**src/sv/rsp_pkg.sv**
```systemverilog
`default_nettype none

package rsp_pkg;

    localparam int SLOT_COUNT_DEF = 16;

    localparam logic [1:0] REQ_CREATE = 2'd0;
    localparam logic [1:0] REQ_DELETE = 2'd1;
    localparam logic [1:0] REQ_TEST   = 2'd2;
    localparam logic [1:0] REQ_CLEAR  = 2'd3;

    localparam logic [1:0] ST_OK   = 2'd0;
    localparam logic [1:0] ST_FULL = 2'd1;
    localparam logic [1:0] ST_BAD  = 2'd2;

    typedef struct packed {
        logic [1:0]  req_type;
        logic [15:0] rect_x;
        logic [15:0] rect_y;
        logic [14:0] rect_width;
        logic [14:0] rect_height;
        logic [3:0]  slot_index;
    } t_req;

    typedef struct packed {
        logic [1:0] status;
        logic [3:0] slot_out;
        logic       hit;
    } t_rsp;

    typedef struct packed {
        logic [15:0] x;
        logic [15:0] y;
        logic [14:0] w;
        logic [14:0] h;
    } t_rect;

    typedef enum logic [1:0] {
        RD_FREE = 2'd0,
        RD_IDX  = 2'd1,
        RD_HEAD = 2'd2,
        RD_LINK = 2'd3
    } t_rd_sel;

    typedef struct packed {
        logic    load_req;
        t_rd_sel rd_sel;
        logic    create_commit;
        logic    save_del_next;
        logic    del_head;
        logic    cur_from_head;
        logic    cur_from_link;
        logic    unlink_prev;
        logic    release_slot;
        logic    clear_lists;
        logic    res_full;
        logic    res_bad;
        logic    res_hit;
        logic    out_load;
    } t_cmd;

    typedef struct packed {
        logic [1:0] req_type;
        logic       free_null;
        logic       head_null;
        logic       del_bad;
        logic       head_is_idx;
        logic       link_is_idx;
        logic       link_null;
        logic       overlap;
        logic       out_free;
    } t_sts;

endpackage

`default_nettype wire

```
**src/sv/rect_slot_pool_overlap.sv**
```systemverilog
// Pool of SLOT_COUNT rectangle slots with a LIFO free list and a linked active list.
// Input channel (i_in_valid / o_in_ready / i_in_data) takes one request per beat:
// create, delete, overlap test or clear. Output channel (o_out_valid / i_out_ready /
// o_out_data) returns exactly one response beat per request, in order.
// One request is in flight at a time; o_in_ready is high only while the block is idle.
// Per request: create pops the free-list head and pushes it on the active list, clear
// resets both lists, test walks the active list from its head and stops at the first
// hit, delete unlinks the slot (walking from the head to the slot ahead of it) and
// pushes it on the free list; a full table or a bad or inactive slot goes straight
// to the response. The next request is accepted in the cycle after its response is
// loaded. Each walk step is one read of the link and rectangle memories, whose
// registered read port sets the step rate.
// The response sits in an output register; a stalled receiver holds it and the
// block waits in its final state until the register frees.
// Reset (synchronous, active low) empties the active list, chains all slots on the
// free list starting at slot 0 and drops any pending response; no clearing pass.
`default_nettype none

module rect_slot_pool_overlap #(
    parameter int SLOT_COUNT = rsp_pkg::SLOT_COUNT_DEF
) (
    input  wire logic          i_clk,
    input  wire logic          i_rst_n,
    input  wire logic          i_in_valid,
    output logic               o_in_ready,
    input  wire rsp_pkg::t_req i_in_data,
    output logic               o_out_valid,
    input  wire logic          i_out_ready,
    output rsp_pkg::t_rsp      o_out_data
);

    rsp_pkg::t_cmd cmd;
    rsp_pkg::t_sts sts;

    rsp_ctrl u_ctrl (
        .i_clk      (i_clk),
        .i_rst_n    (i_rst_n),
        .i_in_valid (i_in_valid),
        .o_in_ready (o_in_ready),
        .i_sts      (sts),
        .o_cmd      (cmd)
    );

    rsp_dp #(
        .SLOT_COUNT (SLOT_COUNT)
    ) u_dp (
        .i_clk       (i_clk),
        .i_rst_n     (i_rst_n),
        .i_in_data   (i_in_data),
        .i_cmd       (cmd),
        .o_sts       (sts),
        .i_out_ready (i_out_ready),
        .o_out_valid (o_out_valid),
        .o_out_data  (o_out_data)
    );

endmodule

`default_nettype wire

```
**src/sv/rsp_ctrl.sv**
```systemverilog
`default_nettype none

module rsp_ctrl (
    input  wire logic          i_clk,
    input  wire logic          i_rst_n,
    input  wire logic          i_in_valid,
    output logic               o_in_ready,
    input  wire rsp_pkg::t_sts i_sts,
    output rsp_pkg::t_cmd      o_cmd
);

    typedef enum logic [7:0] {
        S_IDLE     = 8'b0000_0001,
        S_DISPATCH = 8'b0000_0010,
        S_CR_WR    = 8'b0000_0100,
        S_DL_HEAD  = 8'b0000_1000,
        S_DL_WALK  = 8'b0001_0000,
        S_DL_FREE  = 8'b0010_0000,
        S_TS_CHK   = 8'b0100_0000,
        S_DONE     = 8'b1000_0000
    } t_state;

    t_state r_state;
    t_state n_state;

    assign o_in_ready = (r_state == S_IDLE);

    always_comb begin
        o_cmd        = '0;
        o_cmd.rd_sel = rsp_pkg::RD_LINK;
        n_state      = r_state;
        case (r_state)
            S_IDLE: begin
                if (i_in_valid) begin
                    o_cmd.load_req = 1'b1;
                    n_state        = S_DISPATCH;
                end
            end
            S_DISPATCH: begin
                case (i_sts.req_type)
                    rsp_pkg::REQ_CREATE: begin
                        if (i_sts.free_null) begin
                            o_cmd.res_full = 1'b1;
                            n_state        = S_DONE;
                        end else begin
                            o_cmd.rd_sel = rsp_pkg::RD_FREE;
                            n_state      = S_CR_WR;
                        end
                    end
                    rsp_pkg::REQ_DELETE: begin
                        if (i_sts.del_bad) begin
                            o_cmd.res_bad = 1'b1;
                            n_state       = S_DONE;
                        end else begin
                            o_cmd.rd_sel = rsp_pkg::RD_IDX;
                            n_state      = S_DL_HEAD;
                        end
                    end
                    rsp_pkg::REQ_TEST: begin
                        if (i_sts.head_null) begin
                            n_state = S_DONE;
                        end else begin
                            o_cmd.rd_sel = rsp_pkg::RD_HEAD;
                            n_state      = S_TS_CHK;
                        end
                    end
                    rsp_pkg::REQ_CLEAR: begin
                        o_cmd.clear_lists = 1'b1;
                        n_state           = S_DONE;
                    end
                    default: begin
                        n_state = S_DONE;
                    end
                endcase
            end
            S_CR_WR: begin
                o_cmd.create_commit = 1'b1;
                n_state             = S_DONE;
            end
            S_DL_HEAD: begin
                o_cmd.save_del_next = 1'b1;
                if (i_sts.head_is_idx) begin
                    o_cmd.del_head = 1'b1;
                    n_state        = S_DL_FREE;
                end else begin
                    o_cmd.cur_from_head = 1'b1;
                    o_cmd.rd_sel        = rsp_pkg::RD_HEAD;
                    n_state             = S_DL_WALK;
                end
            end
            S_DL_WALK: begin
                if (i_sts.link_is_idx) begin
                    o_cmd.unlink_prev = 1'b1;
                    n_state           = S_DL_FREE;
                end else begin
                    o_cmd.cur_from_link = 1'b1;
                    o_cmd.rd_sel        = rsp_pkg::RD_LINK;
                end
            end
            S_DL_FREE: begin
                o_cmd.release_slot = 1'b1;
                n_state            = S_DONE;
            end
            S_TS_CHK: begin
                if (i_sts.overlap) begin
                    o_cmd.res_hit = 1'b1;
                    n_state       = S_DONE;
                end else if (i_sts.link_null) begin
                    n_state = S_DONE;
                end else begin
                    o_cmd.rd_sel = rsp_pkg::RD_LINK;
                end
            end
            S_DONE: begin
                if (i_sts.out_free) begin
                    o_cmd.out_load = 1'b1;
                    n_state        = S_IDLE;
                end
            end
            default: begin
                n_state = S_IDLE;
            end
        endcase
    end

    always_ff @(posedge i_clk) begin
        if (!i_rst_n) begin
            r_state <= S_IDLE;
        end else begin
            r_state <= n_state;
        end
    end

endmodule

`default_nettype wire

```
**src/sv/rsp_dp.sv**
```systemverilog
`default_nettype none

module rsp_dp #(
    parameter int SLOT_COUNT = rsp_pkg::SLOT_COUNT_DEF
) (
    input  wire logic          i_clk,
    input  wire logic          i_rst_n,
    input  wire rsp_pkg::t_req i_in_data,
    input  wire rsp_pkg::t_cmd i_cmd,
    output rsp_pkg::t_sts      o_sts,
    input  wire logic          i_out_ready,
    output logic               o_out_valid,
    output rsp_pkg::t_rsp      o_out_data
);

    localparam int IW = (SLOT_COUNT > 1) ? $clog2(SLOT_COUNT) : 1;
    localparam int LW = IW + 1;
    localparam int XW = IW + 4;
    localparam logic [LW-1:0] NIL = LW'(SLOT_COUNT);

    rsp_pkg::t_req  r_req;
    rsp_pkg::t_rsp  r_res;
    rsp_pkg::t_rsp  r_out;
    logic           r_out_valid;
    logic [LW-1:0]  r_free_head;
    logic [LW-1:0]  r_active_head;
    logic [LW-1:0]  r_cur;
    logic [LW-1:0]  r_del_next;
    logic [SLOT_COUNT-1:0] r_mask;
    logic [SLOT_COUNT-1:0] r_link_vld;

    logic [LW-1:0]  r_link_mem [SLOT_COUNT];
    rsp_pkg::t_rect r_rect_mem [SLOT_COUNT];

    logic [LW-1:0]  r_link_q;
    logic           r_link_q_vld;
    logic [IW-1:0]  r_rd_addr_q;
    rsp_pkg::t_rect r_rect_q;

    logic [XW-1:0]  idx_x;
    logic [IW-1:0]  idx_addr;
    logic [IW-1:0]  fh_addr;
    logic [IW-1:0]  ah_addr;
    logic [IW-1:0]  cur_addr;
    logic [IW-1:0]  rd_addr;
    logic [LW-1:0]  link_val;
    logic           head_null;
    logic           free_null;

    logic signed [16:0] q_x, q_y, q_xe, q_ye;
    logic signed [16:0] s_x, s_y, s_xe, s_ye;

    assign idx_x    = XW'(r_req.slot_index);
    assign idx_addr = idx_x[IW-1:0];
    assign fh_addr  = r_free_head[IW-1:0];
    assign ah_addr  = r_active_head[IW-1:0];
    assign cur_addr = r_cur[IW-1:0];

    // entries never written since reset or clear hold the initial chain i+1
    assign link_val = r_link_q_vld ? r_link_q : ({1'b0, r_rd_addr_q} + LW'(1));

    assign head_null = (r_active_head == NIL);
    assign free_null = (r_free_head == NIL);

    always_comb begin
        case (i_cmd.rd_sel)
            rsp_pkg::RD_FREE: rd_addr = fh_addr;
            rsp_pkg::RD_IDX:  rd_addr = idx_addr;
            rsp_pkg::RD_HEAD: rd_addr = ah_addr;
            rsp_pkg::RD_LINK: rd_addr = link_val[IW-1:0];
            default:          rd_addr = link_val[IW-1:0];
        endcase
    end

    // half-open overlap, 17-bit sums cannot wrap
    assign q_x  = {r_req.rect_x[15], r_req.rect_x};
    assign q_y  = {r_req.rect_y[15], r_req.rect_y};
    assign q_xe = {r_req.rect_x[15], r_req.rect_x} + {2'b00, r_req.rect_width};
    assign q_ye = {r_req.rect_y[15], r_req.rect_y} + {2'b00, r_req.rect_height};
    assign s_x  = {r_rect_q.x[15], r_rect_q.x};
    assign s_y  = {r_rect_q.y[15], r_rect_q.y};
    assign s_xe = {r_rect_q.x[15], r_rect_q.x} + {2'b00, r_rect_q.w};
    assign s_ye = {r_rect_q.y[15], r_rect_q.y} + {2'b00, r_rect_q.h};

    always_comb begin
        o_sts.req_type    = r_req.req_type;
        o_sts.free_null   = free_null;
        o_sts.head_null   = head_null;
        o_sts.del_bad     = (idx_x >= XW'(SLOT_COUNT)) || !r_mask[idx_addr];
        o_sts.head_is_idx = (r_active_head == {1'b0, idx_addr});
        o_sts.link_is_idx = (link_val == {1'b0, idx_addr});
        o_sts.link_null   = (link_val == NIL);
        o_sts.overlap     = (q_x < s_xe) && (s_x < q_xe) && (q_y < s_ye) && (s_y < q_ye);
        o_sts.out_free    = !r_out_valid || i_out_ready;
    end

    always_ff @(posedge i_clk) begin
        if (!i_rst_n) begin
            r_free_head   <= '0;
            r_active_head <= NIL;
            r_mask        <= '0;
            r_link_vld    <= '0;
            r_out_valid   <= 1'b0;
        end else begin
            if (i_cmd.clear_lists) begin
                r_free_head   <= '0;
                r_active_head <= NIL;
                r_mask        <= '0;
                r_link_vld    <= '0;
            end
            if (i_cmd.create_commit) begin
                r_free_head          <= link_val;
                r_active_head        <= {1'b0, fh_addr};
                r_mask[fh_addr]      <= 1'b1;
                r_link_vld[fh_addr]  <= 1'b1;
            end
            if (i_cmd.del_head) begin
                r_active_head <= link_val;
            end
            if (i_cmd.unlink_prev) begin
                r_link_vld[cur_addr] <= 1'b1;
            end
            if (i_cmd.release_slot) begin
                r_mask[idx_addr]     <= 1'b0;
                r_link_vld[idx_addr] <= 1'b1;
                r_free_head          <= {1'b0, idx_addr};
            end
            if (i_cmd.out_load) begin
                r_out_valid <= 1'b1;
            end else if (i_out_ready) begin
                r_out_valid <= 1'b0;
            end
        end
    end

    always_ff @(posedge i_clk) begin
        if (i_cmd.create_commit) begin
            r_link_mem[fh_addr] <= r_active_head;
            r_rect_mem[fh_addr] <= {r_req.rect_x, r_req.rect_y,
                                    r_req.rect_width, r_req.rect_height};
        end else if (i_cmd.unlink_prev) begin
            r_link_mem[cur_addr] <= r_del_next;
        end else if (i_cmd.release_slot) begin
            r_link_mem[idx_addr] <= r_free_head;
        end
        r_link_q     <= r_link_mem[rd_addr];
        r_rect_q     <= r_rect_mem[rd_addr];
        r_link_q_vld <= r_link_vld[rd_addr];
        r_rd_addr_q  <= rd_addr;
    end

    always_ff @(posedge i_clk) begin
        if (i_cmd.load_req) begin
            r_req <= i_in_data;
            r_res <= '0;
        end
        if (i_cmd.res_full) begin
            r_res.status <= rsp_pkg::ST_FULL;
        end
        if (i_cmd.res_bad) begin
            r_res.status <= rsp_pkg::ST_BAD;
        end
        if (i_cmd.res_hit) begin
            r_res.hit <= 1'b1;
        end
        if (i_cmd.create_commit) begin
            r_res.slot_out <= 4'(fh_addr);
        end
        if (i_cmd.save_del_next) begin
            r_del_next <= link_val;
        end
        if (i_cmd.cur_from_head) begin
            r_cur <= r_active_head;
        end else if (i_cmd.cur_from_link) begin
            r_cur <= link_val;
        end
        if (i_cmd.out_load) begin
            r_out <= r_res;
        end
    end

    assign o_out_valid = r_out_valid;
    assign o_out_data  = r_out;

    a_heads_differ: assert property (@(posedge i_clk) disable iff (!i_rst_n)
        (!head_null && !free_null) |-> (r_active_head != r_free_head))
        else $error("active and free list share a head slot");

    a_head_active: assert property (@(posedge i_clk) disable iff (!i_rst_n)
        !head_null |-> r_mask[ah_addr])
        else $error("active list head is not marked active");

    a_free_inactive: assert property (@(posedge i_clk) disable iff (!i_rst_n)
        !free_null |-> !r_mask[fh_addr])
        else $error("free list head is marked active");

    a_clear_lists: assert property (@(posedge i_clk) disable iff (!i_rst_n)
        i_cmd.clear_lists |=> (head_null && (r_free_head == '0) && (r_mask == '0)))
        else $error("clear did not restore the lists");

endmodule

`default_nettype wire
```
**config.mk**
```make
export PLATFORM = sky130hd
export DESIGN_NAME = rect_slot_pool_overlap
export DESIGN_NICKNAME = d
export VERILOG_FILES = /design/src/sv/rsp_pkg.sv /design/src/sv/rect_slot_pool_overlap.sv /design/src/sv/rsp_ctrl.sv /design/src/sv/rsp_dp.sv
export SDC_FILE = /design/constraint.sdc
export NUM_CORES = 1
export LEC_CHECK = 0
export BUFFER_PORTS_ARGS = -buffer_cell sky130_fd_sc_hd__buf_2
export CAP_MARGIN = 20
export CORE_ASPECT_RATIO = 0.6
export CORE_MARGIN = 8
export CORE_UTILIZATION = 40
export CTS_CLUSTER_DIAMETER = 40
export DETAILED_ROUTE_END_ITERATION = 7
export PLACE_DENSITY = 0.61
export SYNTH_ARGS = -nofsm -noshare
export SYNTH_HDL_FRONTEND = slang
export SYNTH_SLANG_ARGS = --single-unit
```
**constraint.sdc**
```tcl
create_clock -name i_clk -period 11.6 [get_ports i_clk]
set_clock_uncertainty 0.05 [all_clocks]
set_input_delay 1.74 -clock i_clk [delete_from_list [all_inputs] [get_ports i_clk]]
set_output_delay 1.74 -clock i_clk [all_outputs]
set_load 0.01 [all_outputs]
```
* Yosys cells after proc, flatten, opt, wreduce, memory -nomap -nowiden *
Memories as Yosys holds them, arrays and structs flattened. A register that Yosys moved wholly into a read port is not among the register bits.
Index checks and enable logic that the tools add are counted.

cells by class
  add/subtract/negate cells = 5
  magnitude comparators = 12
  equality and inequality tests = 23
  mux-type cells = 89
  bitwise operators = 7
  reductions and logical operators = 24

operators by type and width
  kind                                                                number
  2-to-1 mux 16 bit                                                   12
  adder 16 x 16 -> 17 bit                                             4
  less-than comparator 16 x 17 -> 1 bit                               4
  2-to-1 mux 8 bit                                                    8
  OR 16 bit                                                           4
  one-hot mux 8 bit (7 select lines)                                  1
  2-to-1 mux 5 bit                                                    8
  2-to-1 mux 1 bit                                                    37
  one-hot mux 8 bit (4 select lines)                                  1
  2-to-1 mux 4 bit                                                    6
  less-than comparator 4 x 5 -> 1 bit (second input constant)         4
  bitwise AND 16 bit                                                  1
  NOT 16 bit                                                          1
  one-hot mux 4 bit (4 select lines)                                  1
  equality test 5 bit (second input constant)                         3
  demux 1 bit (select 4 bit)                                          3
  greater-or-equal comparator 4 x 1 -> 1 bit (second input constant)  3
  equality test 5 x 4 -> 1 bit                                        2
  nonzero test 2 bit                                                  5
  OR reduction 5 bit                                                  2
  binary-select mux 1 bit (select 4 bit)                              2
  equality test 2 bit (second input constant)                         4
  equality test 8 x 1 -> 1 bit (second input constant)                1
  equality test 8 x 2 -> 1 bit (second input constant)                1
  25 further kinds                                                    42

storage, ports and cells
  register bits = 147
  memory bits (writable) = 1072
  bits of input ports = 72
  output and inout bits = 9
  logic and storage cells = 185
  memories kept = 2

memory list
  name             words  bits a word  rd ports  clocked after Yosys merged registers in  write ports  line          source
  u_dp.r_rect_mem  16     62           1         1                                        1            rsp_dp.sv:33  rsp_pkg::t_rect r_rect_mem [SLOT_COUNT];
  u_dp.r_link_mem  16     5            1         1                                        1            rsp_dp.sv:32  logic [LW-1:0] r_link_mem [SLOT_COUNT];

* Longest topological paths before layout *
Gate-level depths: netlist of the first run.

  word-level depth = 17
  depth in mapped cells = 24
  gate-level depth less buffers = 24

* Cells and area by module *
A second synthesis of the first run with hierarchy kept.

second synthesis, totals
  cell total of the unflattened synthesis = 4837
  area total of the unflattened synthesis = 61134.9 um^2

by module, submodules not included
  module    instances  cells an instance  area an instance (um^2)  sequential area each (um^2)
  rsp_dp    1          4748               60404.2                  37195.7
  rsp_ctrl  1          89                 730.7                    160.2

* Worst setup path after synthesis of the first run *
Ideal clock, no wire load.

  kind = register -> register
  start = register u_ctrl.r_state[7]
  end = memory u_dp.r_rect_mem[0][0] (netlist name), enable pin
  library setup time = 563 ps
  data arrival time = 5871 ps
  required time = 10987 ps
  path slack = 5116 ps
  cell stages (with the launch flop) = 7
  buffers on the path = 1
  period minus slack after synthesis = 6484 ps
  cell sequence = dfxtp_1 > nor4_1 > nand2_1 > nor3b_1 > clkbuf_1 > nand2_1 > nor3_1

between the ends
  word-level cells in the longest chain between the ends = 4

ends and longest elaborated chain
  element                                 line             source
  start, declared                         rsp_ctrl.sv:23   t_state r_state;
  start signal, assigned                  rsp_ctrl.sv:130  r_state <= n_state;
  equality test 8 x 3 -> 1 bit            rsp_ctrl.sv:32   case (r_state)
  2-to-1 mux 1 bit                        rsp_ctrl.sv:32
  2-to-1 mux 1 bit                        rsp_dp.sv:137    if (i_cmd.create_commit) begin
  2-to-1 mux 1 bit (implied by the code)  rsp_dp.sv:139    r_rect_mem[fh_addr] <= {r_req.rect_x, r_req.rect_y,
  end, declared                           rsp_dp.sv:33

Every way passes these cells.

* Final worst setup path of the first run *
  start = register u_ctrl.r_state[2]
  end = register, netlist name u_dp.r_rect_q[43]

between the ends
  word-level cells in the longest chain between the ends = 4
  elaborated cells on any way between the ends = 8
  those cells by class = eq/ne (5); mux (2); reduce/logical (1)

ends and longest elaborated chain
  element                                                                              line            source
  equality test 8 x 4 -> 1 bit / equality test 8 x 2 -> 1 bit (equally long branches)  rsp_ctrl.sv:32
  one-hot mux 2 bit (2 select lines) (*)                                               rsp_ctrl.sv:32
  equality test 2 bit, or another cell as far along                                    rsp_dp.sv:66    case (i_cmd.rd_sel)
  one-hot mux 4 bit (4 select lines) (*)                                               rsp_dp.sv:66

Every way passes the cells marked *; elsewhere a longest branch is shown, timed or not.
A chain may end at the register's enable or synchronous reset.

==> results of run 1 <==
## sequential cells by signal (all words and copies together) (netlist names)
name	flops
u_dp.r_rect_mem	992
u_dp.r_link_mem	80
u_dp.r_rect_q	62
u_dp.r_req	30
u_dp.q_x	16
u_dp.q_y	16
u_dp.r_link_vld	16
u_dp.r_mask	16
u_ctrl.r_state	8
u_dp.o_out_data	7
u_dp.r_res	7
u_dp.r_active_head	5
u_dp.r_del_next	5
u_dp.r_free_head	5
u_dp.r_link_q	5
u_dp.idx_addr	4
u_dp.r_cur	4
u_dp.r_rd_addr_q	4
u_dp.o_sts	2
u_dp.o_out_valid	1
u_dp.r_link_q_vld	1
## placed cells by master, fill, tap and decap left out, drive strengths merged, types with 5 or more instances in the layout
| master | count |
|---|---|
| a21boi | 5 |
| clkbuf | 168 |
| o211ai | 148 |
| nor3b | 5 |
| clkinvlp | 10 |
| or3 | 13 |
| o21a | 10 |
| o31ai | 7 |
| bufinv | 6 |
| o21ai | 45 |
| a21oi | 83 |
| a21o | 29 |
| nand3 | 137 |
| nand4 | 61 |
| o21bai | 12 |
| mux2i | 472 |
| xor2 | 28 |
| and3 | 7 |
| nor3 | 24 |
| nor2 | 74 |
| inv | 54 |
| mux2 | 144 |
| nor2b | 17 |
| nand2 | 447 |
| buf | 161 |
| a211oi | 12 |
| ha | 125 |
| nand2b | 23 |
| xnor2 | 33 |
| dfxtp | 126 |
| and2 | 23 |
| o2111ai | 20 |
| edfxtp | 1160 |
| or2 | 9 |
| clkinv | 36 |
| nor4 | 5 |
| nand3b | 8 |
## stage by stage
step                cell area [um2]  setup WS, ns  hold slack (ns)
floorplan                     53700          5.12            0.350
global placement              56400          6.04            0.355
detailed placement            56400          5.92            0.356
CTS                           60400          5.89            0.371
global route                  60400          5.49            0.372
finish                        60400          5.78            0.369
## power by group through the flow
stage	clock network [mW]	registers [mW]	logic (mW)
after detailed placement	0	5.79	6.75
after global routing	4.28	5.71	7.42
after floorplan	0	5.56	5.08
final	4.02	5.70	6.81
after CTS	4.09	5.69	6.79
after global placement	0	5.79	6.69
## per-layer routing
| layer | share of wire [%] | GRT usage (%) |
|---|---|---|
| met1 | 50 | 30.6 |
| met2 | 41 | 26.3 |
| met3 | 8.2 | 4.31 |
| met4 | 1.3 | 3.16 |
| met5 | 0.019 | 0 |
## final cells by class
class | count | area [um2] | share of cell area (%)
inverter | 42 | 168 | 0.277
multi-input combinational | 2082 | 15600 | 25.7
clock inverter | 64 | 686 | 1.13
sequential | 1286 | 37400 | 61.8
timing repair buffer | 161 | 1050 | 1.73
tap | 1802 | 2250 | 3.73
clock buffer | 168 | 3380 | 5.60
## logic make-up (layout without fill, tap and decap cells)
kind of cell / Yosys count / in the layout / share of synthesized area [%]
buf+inv: 213 / 435 / 1.77
flops: 1286 / 1286 / 69.6
compound gates: 406 / 406 / 5.22
fa+ha+maj: 129 / 129 / 3.06
xor+xnor: 61 / 61 / 0.995
mux: 620 / 620 / 12.0
simple gates: 866 / 866 / 7.39
## how the worst max path moves through the flow
stage / end / slack, ns / cells past startpoint / start
after global placement: u_dp.r_rect_q[43] / 6.04 / 12 / u_ctrl.r_state[2]
after global routing: u_ctrl.r_state[3] / 5.49 / 23 / u_dp.r_req[19]
final: u_dp.r_rect_q[43] / 5.78 / 12 / u_ctrl.r_state[2]
after floorplan: u_dp.r_rect_mem[0][0] / 5.12 / 6 / u_ctrl.r_state[7]
after detailed placement: u_dp.r_rect_q[25] / 5.92 / 11 / u_ctrl.r_state[2]
after CTS: u_dp.r_rect_q[25] / 5.89 / 11 / u_ctrl.r_state[2]
## worst max-delay path, cell delays in order (launching register included)
cell and delay (ns):
dfxtp_1 0.37, or4_4 0.57, nor4_2 0.72, o31a_2 0.36
o21bai_1 0.46, mux2i_1 0.25, mux2i_4 0.28, buf_12 0.49
buf_4 0.86, mux2i_1 0.44, nand2_1 0.09, nand3_1 0.14
nand4_1 0.08
==> flow_metrics.tcl, run 1 <==
set metrics [dict create \
    status "finished, final reports clean" \
    cts_tree "done" \
    hold_depth 0 \
    syn_to_final_growth_pct 12.6 \
    clock_sinks 1286 \
    setup_violations 0 \
    rows 104 \
    place_inst 5373 \
    power_leakage_nw 21.4 \
    die_height_um 300 \
    yosys.area.top_type "edfxtp_1" \
    vias 30800 \
    seqPwrFrac_pct 34.5 \
    dieArea_um2 147000 \
    post-synth-top-count-cell "edfxtp_1" \
    yosysTopAreaCellShare_pct 64.9 \
    htree_levels 3 \
    synth-seq-cells 1286 \
    syn_inst 3581 \
    total_power_mw 16.5 \
    critPathRequiredTime_ns 12.18 \
    wl_per_cell_um 25.4 \
    fill_cells 11700 \
    overflow 0 \
    finalHoldViolCount 0 \
    grt_use_total_pct 19.0 \
    post-cts-setup-buffers 0 \
    critPathMaxFanout 126 \
    n_antenna_cell 0 \
    ant_nets 0 \
    synth_ff_type "edfxtp_1" \
    core_area_um2 134000 \
    syn_area_per_cell_um2 15.0 \
    hold_buffers 0 \
    synth.area.top_cells "edfxtp_1 (65%), mux2i_1 (8.8%), dfxtp_1 (4.7%)" \
    hold_path.startpoint "u_dp.r_res[2]" \
    cp-end-kind "flip-flop" \
    instances_no_fill 5605 \
    route.detailed.drc 0 \
    min_period_ns 5.82 \
    first_iter_violations 3347 \
    switching_share_pct 38.2 \
    reg2reg_from "u_ctrl.r_state[2]" \
    drive_above_1_share_pct 11.4 \
    port_buffers 80 \
    grt_pass1_wl_mm 208 \
    ys_warn_count 0 \
    synthArstFlopShare_pct 0 \
    rsz0062_at_grt "false" \
    yosysSeqAreaShare_pct 69.6 \
    powerDensity_nw_per_um2 273 \
    synth_edf_count 1160 \
    internal_power_mw 10.2 \
    via_per_inst 5.49 \
    ys_types 70 \
    layout.nets 3895 \
    start_kind "flip-flop" \
    r2r_end "u_dp.r_rect_q[43]" \
    critPathArrivalTime_ns 6.39 \
    postSynthNetCount 3782 \
    place_congestion 0.842 \
    path_clk_slew_ns 0.07 \
    cts.path.max_buffers 3 \
    worstSetupPathType "flip-flop to flip-flop" \
    max-cap-violations 0 \
    start_util_pct 40.2 \
    hold_path.class "flip-flop to flip-flop" \
    power_switching_mw 6.31 \
    dp_hpwl_mm 82.9 \
    antenna_found_initial 10 \
    fmax_ghz 0.172 \
    combPwrFrac_pct 41.2 \
    firstDrtPassIters 6 \
    utilization_pct 45.2 \
    holdPathEnd "u_dp.o_out_data[2]" \
    clockPowerShare_pct 24.3 \
    max_slew_margin_pct 17.6 \
    timing.final.crit_share_pct 50.2 \
    grt_max_degree 127 \
    tns_ns 0 \
    syn_area_um2 53700 \
    insertion_delay_ns 0.75 \
    synth_common_cells "edfxtp_1 (1160), mux2i_1 (471), nand2_1 (447)" \
    cts-resized-gates 0 \
    worst_ir_drop_vdd_v 0.000744 \
    r2r_slack_ns 5.78 \
    grt_pass1_vias 29700 \
    drt_wl_total_mm 143 \
    cts_root_buf "clkbuf_16" \
    cts_buffers 121 \
    boundaryPins 81 \
    worstMarginPinSlew_ns 1.24 \
    die_w_um 489 \
    worst-r2r-cell-count 12 \
    slew_violations 0 \
]
(Power assumes the default switching activity.)
==> run 2: changes to the inputs <==
==> constraint.sdc (replaced) <==
create_clock -name i_clk -period 5.5 [get_ports i_clk]
set_clock_uncertainty 0.05 [all_clocks]
set_input_delay 0.825 -clock i_clk [delete_from_list [all_inputs] [get_ports i_clk]]
set_output_delay 0.825 -clock i_clk [all_outputs]
set_load 0.01 [all_outputs]
==> flow_metrics.tcl, run 2 (synthesis results as in run 1) <==
set metrics [dict create \
    place_ws_ns -0.0878 \
    start_kind "flip-flop" \
    path_clk_slew_ns 0.06 \
    critPathArrivalTime_ns 5.86 \
    cts_tree "done" \
    fmax_ghz 0.190 \
    rows 104 \
    cp-end-kind "flip-flop" \
    combPwrFrac_pct 42.7 \
    via_per_inst 5.47 \
    syn_to_final_growth_pct 15.2 \
    powerDensity_nw_per_um2 597 \
    finalHoldViolCount 0 \
    grt_pass1_wl_mm 210 \
    vias 31000 \
    worstSetupPathType "flip-flop to flip-flop" \
    final_cell_mix "edfxtp_1 (1160), mux2i_1 (470), nand2_1 (447)" \
    critPathMaxFanout 17 \
    r2r_slack_ns 0.25 \
    slew_violations 0 \
    layout_commonest_cell "edfxtp_1" \
    antenna_found_initial 13 \
    multi_input_area_um2 15600 \
    fill_cells 11600 \
    switching_share_pct 38.2 \
    seqCellArea_um2 37400 \
    internal_power_mw 22.8 \
    reg2reg_from "u_dp.r_req[21]" \
    cp_slowest_cell "edfxtp_1" \
    place_congestion 0.849 \
    port_buffers 80 \
    drt_wl_total_mm 146 \
    hold_depth 1 \
    clockPowerShare_pct 25.4 \
    start_util_pct 40.2 \
    critPathRequiredTime_ns 6.11 \
    die_w_um 489 \
    firstDrtPassIters 7 \
    ant_nets 0 \
    route.detailed.drc 0 \
    min_period_ns 5.25 \
    grt_max_degree 107 \
    hold_buffers 0 \
    htree_levels 4 \
    core_area_um2 134000 \
    die_height_um 300 \
    power_leakage_nw 22.1 \
    setup_slack_ns 0.249 \
    wl_per_cell_um 25.6 \
    worst_ir_drop_vdd_v 0.000630 \
    worst-r2r-cell-count 20 \
    seqPwrFrac_pct 31.9 \
    first_iter_violations 3300 \
    worstPathBufferInverterCount 1 \
    overflow 0 \
    power_switching_mw 14.1 \
    hold_path.startpoint "i_in_data[43]" \
    worstMarginPinSlew_ns 1.06 \
    cts_root_buf "clkbuf_16" \
    holdPathEnd "u_dp.q_y[9]" \
    boundaryPins 81 \
    r2r_end "u_ctrl.r_state[6]" \
    worstPathCellList "ha_1, a21oi_1, o21ai_0, a21o_1, a21o_1, a21o_1, a211oi_1, o31ai_1, a21oi_1, o21ai_0, ha_1, nand4_1, nor2_1, o2111ai_1, a21oi_1, or3_1, a211oi_4, buf_4, or3_1, a21boi_0" \
    status "finished, final reports clean" \
    layout.nets 3968 \
    insertion_delay_ns 0.75 \
    dp_hpwl_mm 85.1 \
    max_slew_margin_pct 29.1 \
    grt_use_total_pct 19.4 \
    grt_pass1_vias 29700 \
    timing.final.crit_share_pct 95.5 \
    tns_ns 0 \
    setup_violations 0 \
    cpPeakStageDelay_ns 0.68 \
    max-cap-violations 0 \
    regMostFlops "u_dp.r_rect_mem" \
    cts_buffers 132 \
    reg_top3 "u_dp.r_rect_mem: 992 flops, u_dp.r_link_mem: 80 flops, u_dp.r_rect_q: 62 flops" \
    dieArea_um2 147000 \
    crit_family "compound AO/OA/AOI/OAI gates" \
    largest_reg_flops 992 \
    clock_sinks 1286 \
    drive_above_1_share_pct 13.2 \
    cts.path.max_buffers 3 \
    hold_path.class "input pin to flip-flop" \
]
## run 2: changes by cell type in the layout (fill, tap and decap cells not counted), moves of 7 or more
cell | before | now
buf_12 | 3 | 36
buf_4 | 78 | 105
clkbuf_16 | 121 | 137
clkbuf_8 | 18 | 5
bufinv_16 | 6 | 16
o21ai_0 | 43 | 36
o21ai_1 | 2 | 9
## run 2: worst max-delay path by stage
stage	end	start	slack, ns	cells past startpoint
2_1_floorplan	u_dp.r_rect_mem[3][0]	u_ctrl.r_state[7]	0.72	6
3_3_place_gp	u_ctrl.r_state[5]	u_dp.q_y[0]	-0.07	23
3_5_place_dp	u_ctrl.r_state[5]	u_dp.q_y[0]	-0.09	23
4_1_cts	u_ctrl.r_state[5]	u_dp.q_y[0]	0.07	23
5_1_grt	u_ctrl.r_state[6]	u_dp.r_req[21]	-0.0004	22
6_report	u_ctrl.r_state[6]	u_dp.r_req[21]	0.25	20
## run 2: layout make-up
cell class	count	area share, %
Sequential cell	1286	60.4
Inverter	42	0.271
Multi-Input combinational cell	2082	25.2
Timing Repair Buffer	223	3.14
Clock buffer	166	5.80
Tap cell	1802	3.64
Antenna cell	1	0.00405
Clock inverter	78	1.55
## run 2: power by group through the flow
stage / Sequential [mW] / Clock [mW] / Combinational [mW]
after floorplan: 11.7 / 0 / 10.7
after global placement: 12.0 / 0 / 15.6
after detailed placement: 12.0 / 0 / 15.6
after CTS: 11.8 / 9.53 / 15.7
after global routing: 11.8 / 9.91 / 17.1
final: 11.8 / 9.37 / 15.8
## run 2: metal layers
metal  GRT usage (%)  vias up  share of wire [%]
li1                -    14100                  -
met1            30.0    15600                 48
met2            26.6     1168                 41
met3            5.67      169                9.9
met4            4.63        4                1.7
met5               0        -              0.019
## run 2: through the flow
stage / hold WS, ns / power [mW] / utilization [%] / cell area [um2] / std cells
detailed placement: 0.373 / 27.6 / 42.8 / 57200 / 5430
floorplan: 0.350 / 22.5 / - / 53700 / 3581
finish: 0.201 / 36.9 / 46.3 / 61900 / 5680
global placement: 0.376 / 27.6 / 42.8 / 57200 / 5429
global route: 0.166 / 38.8 / 46.3 / 61900 / 5680
CTS: 0.137 / 37.0 / 46.2 / 61800 / 5674
## run 2: worst register-to-register path, stage by stage (launching register included)
cell       delay (ns)
edfxtp_1         0.68
ha_1             0.38
a21oi_1          0.29
o21ai_0          0.18
a21o_1           0.20
a21o_1           0.19
a21o_1           0.21
a211oi_1         0.35
o31ai_1          0.14
a21oi_1          0.27
o21ai_0          0.12
ha_1             0.32
nand4_1          0.14
nor2_1           0.28
o2111ai_1        0.15
a21oi_1          0.25
or3_1            0.20
a211oi_4         0.06
buf_4            0.18
or3_1            0.36
a21boi_0         0.18
## run 2: timing repair
| item | in CTS | in global routing |
|---|---|---|
| setup endpoints to repair | 6 | 6 |
| cloned | 0 | 0 |
| setup buffers | 0 | 3 |
| resized for setup | 1 | 5 |
